--- src/assert_macros.svh ---
// ----------------------------------------------------------------------------
// Assertion macros
// Concurrent assertion wrappers shared by the RTL; empty when SYNTH is set.
// ----------------------------------------------------------------------------
`ifndef ASSERT_MACROS_SVH
`define ASSERT_MACROS_SVH

`ifndef SYNTH

// Property must hold at every rising clock edge outside reset.
`define STS_ASSERT(lbl, clk, rst, prop, msg) \
  lbl: assert property (@(posedge clk) disable iff (rst) (prop)) else $error(msg);

// Expression must never be true outside reset.
`define STS_ASSERT_NEVER(lbl, clk, rst, expr, msg) \
  lbl: assert property (@(posedge clk) disable iff (rst) !(expr)) else $error(msg);

`else

`define STS_ASSERT(lbl, clk, rst, prop, msg)

`define STS_ASSERT_NEVER(lbl, clk, rst, expr, msg)

`endif

`endif

--- src/sts_pkg.sv ---
// ----------------------------------------------------------------------------
// sts_pkg
// Shared types and constants of the sorted table search block.
// ----------------------------------------------------------------------------
`default_nettype none

package sts_pkg;

  localparam int VALUE_W = 32;
  localparam int POS_W   = 11;

  // Function codes of a request transaction
  localparam logic FUNC_LOAD  = 1'b0;
  localparam logic FUNC_QUERY = 1'b1;

  typedef struct packed {
    logic               func;
    logic               first;
    logic [VALUE_W-1:0] value;
  } req_t;

  typedef struct packed {
    logic             found;
    logic [POS_W-1:0] position;
    logic             overflow;
  } rsp_t;

  // Controller to datapath commands
  typedef struct packed {
    logic accept;       // latch request, set up search bounds
    logic probe;        // read the midpoint entry
    logic update;       // narrow the search window from read data
    logic start_shift;  // arm the shift pointer at the entry count
    logic shift;        // move one entry up, write the pending one
    logic insert;       // write the new value at its slot
    logic check_read;   // read the candidate entry of a query
    logic check_hit;    // compare the candidate entry with the key
    logic clear_hit;    // mark the query as a miss
    logic set_ovf;      // record a dropped load
    logic load_result;  // fill the output register
  } cmd_t;

  // Datapath to controller status
  typedef struct packed {
    logic is_load;
    logic full;
    logic search_done;
    logic lo_in_table;
    logic shift_done;
  } status_t;

endpackage

`default_nettype wire

--- src/sts_ctrl.sv ---
// ----------------------------------------------------------------------------
// sts_ctrl
// Sequencer for search, shift-insert and result hand-off.
// ----------------------------------------------------------------------------
`default_nettype none
`include "assert_macros.svh"

module sts_ctrl (
  input  wire              clk,
  input  wire              rst,
  input  wire              req_valid,
  output logic             req_stall,
  output logic             rsp_valid,
  input  wire              rsp_stall,
  output sts_pkg::cmd_t    cmd,
  input  sts_pkg::status_t status
);
  import sts_pkg::*;

  typedef enum logic [6:0] {
    ST_IDLE    = 7'b0000001,
    ST_PROBE   = 7'b0000010,
    ST_COMPARE = 7'b0000100,
    ST_SHIFT   = 7'b0001000,
    ST_INSERT  = 7'b0010000,
    ST_CHECK   = 7'b0100000,
    ST_RESULT  = 7'b1000000
  } state_t;

  state_t state;
  state_t state_next;
  logic   out_free;

  assign req_stall = (state != ST_IDLE);
  assign out_free  = !rsp_valid || !rsp_stall;

  // Next state and commands
  always_comb begin
    state_next = state;
    cmd        = '0;
    case (state)
      ST_IDLE: begin
        if (req_valid) begin
          cmd.accept = 1'b1;
          state_next = ST_PROBE;
        end
      end
      ST_PROBE: begin
        if (status.is_load && status.full) begin
          cmd.set_ovf = 1'b1;
          state_next  = ST_IDLE;
        end else if (!status.search_done) begin
          cmd.probe  = 1'b1;
          state_next = ST_COMPARE;
        end else if (status.is_load) begin
          cmd.start_shift = 1'b1;
          state_next      = ST_SHIFT;
        end else if (status.lo_in_table) begin
          cmd.check_read = 1'b1;
          state_next     = ST_CHECK;
        end else begin
          cmd.clear_hit = 1'b1;
          state_next    = ST_RESULT;
        end
      end
      ST_COMPARE: begin
        cmd.update = 1'b1;
        state_next = ST_PROBE;
      end
      ST_SHIFT: begin
        if (status.shift_done) begin
          state_next = ST_INSERT;
        end else begin
          cmd.shift = 1'b1;
        end
      end
      ST_INSERT: begin
        cmd.insert = 1'b1;
        state_next = ST_IDLE;
      end
      ST_CHECK: begin
        cmd.check_hit = 1'b1;
        state_next    = ST_RESULT;
      end
      ST_RESULT: begin
        if (out_free) begin
          cmd.load_result = 1'b1;
          state_next      = ST_IDLE;
        end
      end
      default: begin
        state_next = ST_IDLE;
      end
    endcase
  end

  // Advance state, hold output valid until taken
  always_ff @(posedge clk) begin
    if (rst) begin
      state     <= ST_IDLE;
      rsp_valid <= 1'b0;
    end else begin
      state <= state_next;
      if (cmd.load_result) begin
        rsp_valid <= 1'b1;
      end else if (!rsp_stall) begin
        rsp_valid <= 1'b0;
      end
    end
  end

  `STS_ASSERT(a_result_room, clk, rst, cmd.load_result |-> out_free, "result register busy")
  `STS_ASSERT(a_busy_after_accept, clk, rst, cmd.accept |=> req_stall, "accept while busy")
  `STS_ASSERT(a_ovf_on_full, clk, rst, cmd.set_ovf |-> status.is_load && status.full, "bad drop")

endmodule

`default_nettype wire
--- config.mk ---
export PLATFORM = sky130hd
export DESIGN_NAME = sts_ctrl
export DESIGN_NICKNAME = d
export VERILOG_FILES = /design/src/sts_pkg.sv /design/src/sts_ctrl.sv
export VERILOG_INCLUDE_DIRS = /design/src /design/src/src
export SDC_FILE = /design/constraint.sdc
export NUM_CORES = 1
export LEC_CHECK = 0
export ABC_AREA = 1
export BUFFER_PORTS_ARGS = -buffer_cell sky130_fd_sc_hd__buf_2
export CORE_ASPECT_RATIO = 1.4
export CORE_MARGIN = 5
export CORE_UTILIZATION = 23
export CTS_BUF_LIST = sky130_fd_sc_hd__clkbuf_2
export CTS_CLUSTER_DIAMETER = 60
export DETAILED_ROUTE_END_ITERATION = 8
export PLACE_DENSITY = 0.49
export REMOVE_ABC_BUFFERS = 1
export SYNTH_ARGS = -nofsm -noshare
export SYNTH_HDL_FRONTEND = slang
export SYNTH_SLANG_ARGS = --single-unit
--- constraint.sdc ---
create_clock -name clk -period 1.6 [get_ports clk]
set_clock_uncertainty 0.15 [all_clocks]
set_input_delay 0.48 -clock clk [delete_from_list [all_inputs] [get_ports clk]]
set_output_delay 0.48 -clock clk [all_outputs]
set_load 0.05 [all_outputs]
==> impl_metrics.yaml <==
outcome:
  outcome: "complete, but fails checks"
  violations: "setup timing"
clock_network:
  h-tree-depth: 1
  cts_root_buf: "clkbuf_2"
  cts.sinks: 8
  clk_pin_slew_ns: 0.09
  cts_buffers: 3
  clock_path_buffers: 2
  cts_tree: "built"
  clk_latency_ns: 0.24
  hold_buffers: 0
sta:
  worst_slack_ns: -0.335
  finalCritPeriodShare: 1.21
  finalSetupViolCount: 13
  finalSetupTns_ns: -3.63
  holdWs_ns: 0.335
  max_freq_mhz: 517
  hold_viol_final: 0
  worst_pin_slew_ns: 0.229
  rsz0062_at_grt: "true"
  post-route-min-period_ns: 1.94
  final_max_slew_viol_count: 0
  slew_headroom: 0.846
yosys:
  synth_cells: 82
  ys_warn_count: 0
  ys_types: 20
  avgSynthCellArea_sq_um: 6.91
  ys_ff_latch: 8
  netlist_area_sq_um: 567
  seq_area_frac_synth: 0.283
power_and_ir_drop:
  switchingPower_w: 0.000538
  power.total_w: 0.00112
  p_per_area_nw_per_um2: 977
  pwr-share-seq: 0.243
  clkPwrFrac: 0.108
  p_leak_nw: 0.563
  p_comb_frac: 0.649
  switching_share: 0.482
  intPower_w: 0.000578
  peakVddDrop_mv: 0.443
worst_setup_path:
  r2r_end: "state[0]"
  critPathCapture: "cmd[0]"
  crit-reg2reg-launch: "state[3]"
  cp-startpoint: "state[5]"
  r2r_slack_ns: -0.09
  worst-setup-path-type: "register to primary output"
  worst_ep_arrival_time_ns: 1.31
  path_max_fanout: 3
  required_ns: 0.97
  endpoint_kind: "primary output"
  start_kind: "register"
  rr_worst_depth: 12
place:
  port_buffers: 21
  pre_cts_ws_ns: -0.220
  gp_congestion: 0.819
  hpwlAfterDp_mm: 1.30
global_routing:
  antenna_found_initial: 0
  grt.total_usage: 0.112
  grt_max_degree: 7
  grt_remaining_overflow: 0
  grt_first_pass_wirelength_mm: 2.93
  grt_pass1_vias: 783
route:
  first_pass_iters: 2
  detail-route-antenna-nets: 0
  vias_per_cell: 4.15
  dr.first_iter.drc_count: 5
  drc: 0
  vias: 706
  drt_wl_total_mm: 1.77
  drt-wirelength-per-cell_microns: 10.4
flow_run:
  max_cap_violations: 0
floorplan:
  dieArea_sq_um: 3570
  core-area_sq_um: 2390
  initial_core_util: 0.237
  die_y_microns: 68.7
  io-pin-count: 22
  die_w_microns: 52.0
  rows: 21
final_layout:
  fin_nets: 147
  drive_above_1_share: 0.728
  area_growth_pct: 102
  antenna_cells: 0
worst_hold_path:
  worstHoldPathCells: 2
  hp-class: "primary input to register"
-- worst max-delay path: stages (launching register included) --
cell	delay [ns]
dfxtp_2	0.35
nor2_4	0.18
buf_4	0.14
nand3_1	0.10
nor2_2	0.13
buf_6	0.16
-- routing by layer --
layer | vias up | share of wire | GRT usage
li1 | 364 | - | -
met1 | 314 | 0.34 | 0.0935
met2 | 20 | 0.58 | 0.225
met3 | 8 | 0.035 | 0.0237
met4 | 0 | 0.042 | 0.0787
met5 | - | 0 | 0
-- cells in the mapped netlist --
library cell | n | share of area
nand3_1 | 5 | 0.044
o22ai_1 | 1 | 0.011
inv_1 | 14 | 0.093
nor2_1 | 13 | 0.086
nand2_2 | 2 | 0.022
nor3_1 | 4 | 0.035
nor2_4 | 3 | 0.060
nand2_4 | 3 | 0.060
nor4_1 | 1 | 0.011
nor2_2 | 5 | 0.055
dfxtp_1 | 8 | 0.28
inv_2 | 5 | 0.033
nand2_1 | 9 | 0.060
nand3_4 | 1 | 0.031
o21a_1 | 1 | 0.013
a21oi_1 | 1 | 0.0088
clkinv_2 | 1 | 0.0088
nand4_1 | 1 | 0.011
nand4_2 | 1 | 0.022
nand3_2 | 3 | 0.053
-- how the worst min path moves through the flow --
stage / to / startpoint / slack (ns)
floorplan: rsp_valid / state[6] / 0.38
global placement: rsp_valid / rsp_valid / 0.40
detailed placement: rsp_valid / rsp_valid / 0.42
CTS: rsp_valid / rst / 0.34
global route: rsp_valid / rst / 0.33
finish: state[4] / rst / 0.33
-- registers in the layout (all words and copies together), names as in the netlist --
register	count
rsp_valid	1
state	7
-- layout make-up --
type / count / area (sq um)
fillers: 233 / 1250
repair buffers: 51 / 428
multi-input cells: 54 / 403
flip-flops and latches: 8 / 171
inverters: 20 / 82.6
well taps: 34 / 42.5
clock buffers: 3 / 15.0
-- cells by family after synthesis --
kind of cell | Yosys count | share of synthesized area
flip-flops | 8 | 0.283
AND/OR/NAND/NOR | 51 | 0.550
AO/OA/AOI/OAI | 3 | 0.0331
buffers and inverters | 20 | 0.135
-- metrics by stage --
stage,util,std cells,instance area (sq um)
2_1_floorplan,-,82,567
3_3_place_gp,0.371,160,887
3_5_place_dp,0.371,160,887
4_1_cts,0.463,167,1110
5_1_grt,0.478,170,1140
6_report,0.478,170,1140
-- cells in the final DEF, fill, tap and decap left out, drive strengths merged --
cell type	Yosys	final
nand4	2	2
o22ai	1	1
clkinv	1	1
nor3	4	4
nand3	9	9
clkbuf	0	3
nor2	21	21
o21a	1	1
nand2	14	14
buf	0	51
nor4	1	1
a21oi	1	1
dfxtp	8	8
inv	19	19
-- timing repair --
item | CTS | global route
pin swaps | 9 | 8
gates resized for setup | 56 | 6
setup endpoints to repair | 12 | 13
setup buffers | 4 | 3
endpoints found under the hold margin | 0 | 0
-- power groups by stage --
stage / registers, W / clock network (W) / logic (W)
after floorplan: 0.000262 / 0 / 0.000402
after global placement: 0.000253 / 0 / 0.000607
after detailed placement: 0.000254 / 0 / 0.000611
after CTS: 0.000272 / 0.000123 / 0.000719
after global routing: 0.000274 / 0.000141 / 0.000792
final: 0.000271 / 0.000120 / 0.000724
Power figures use the tool's default switching activity.
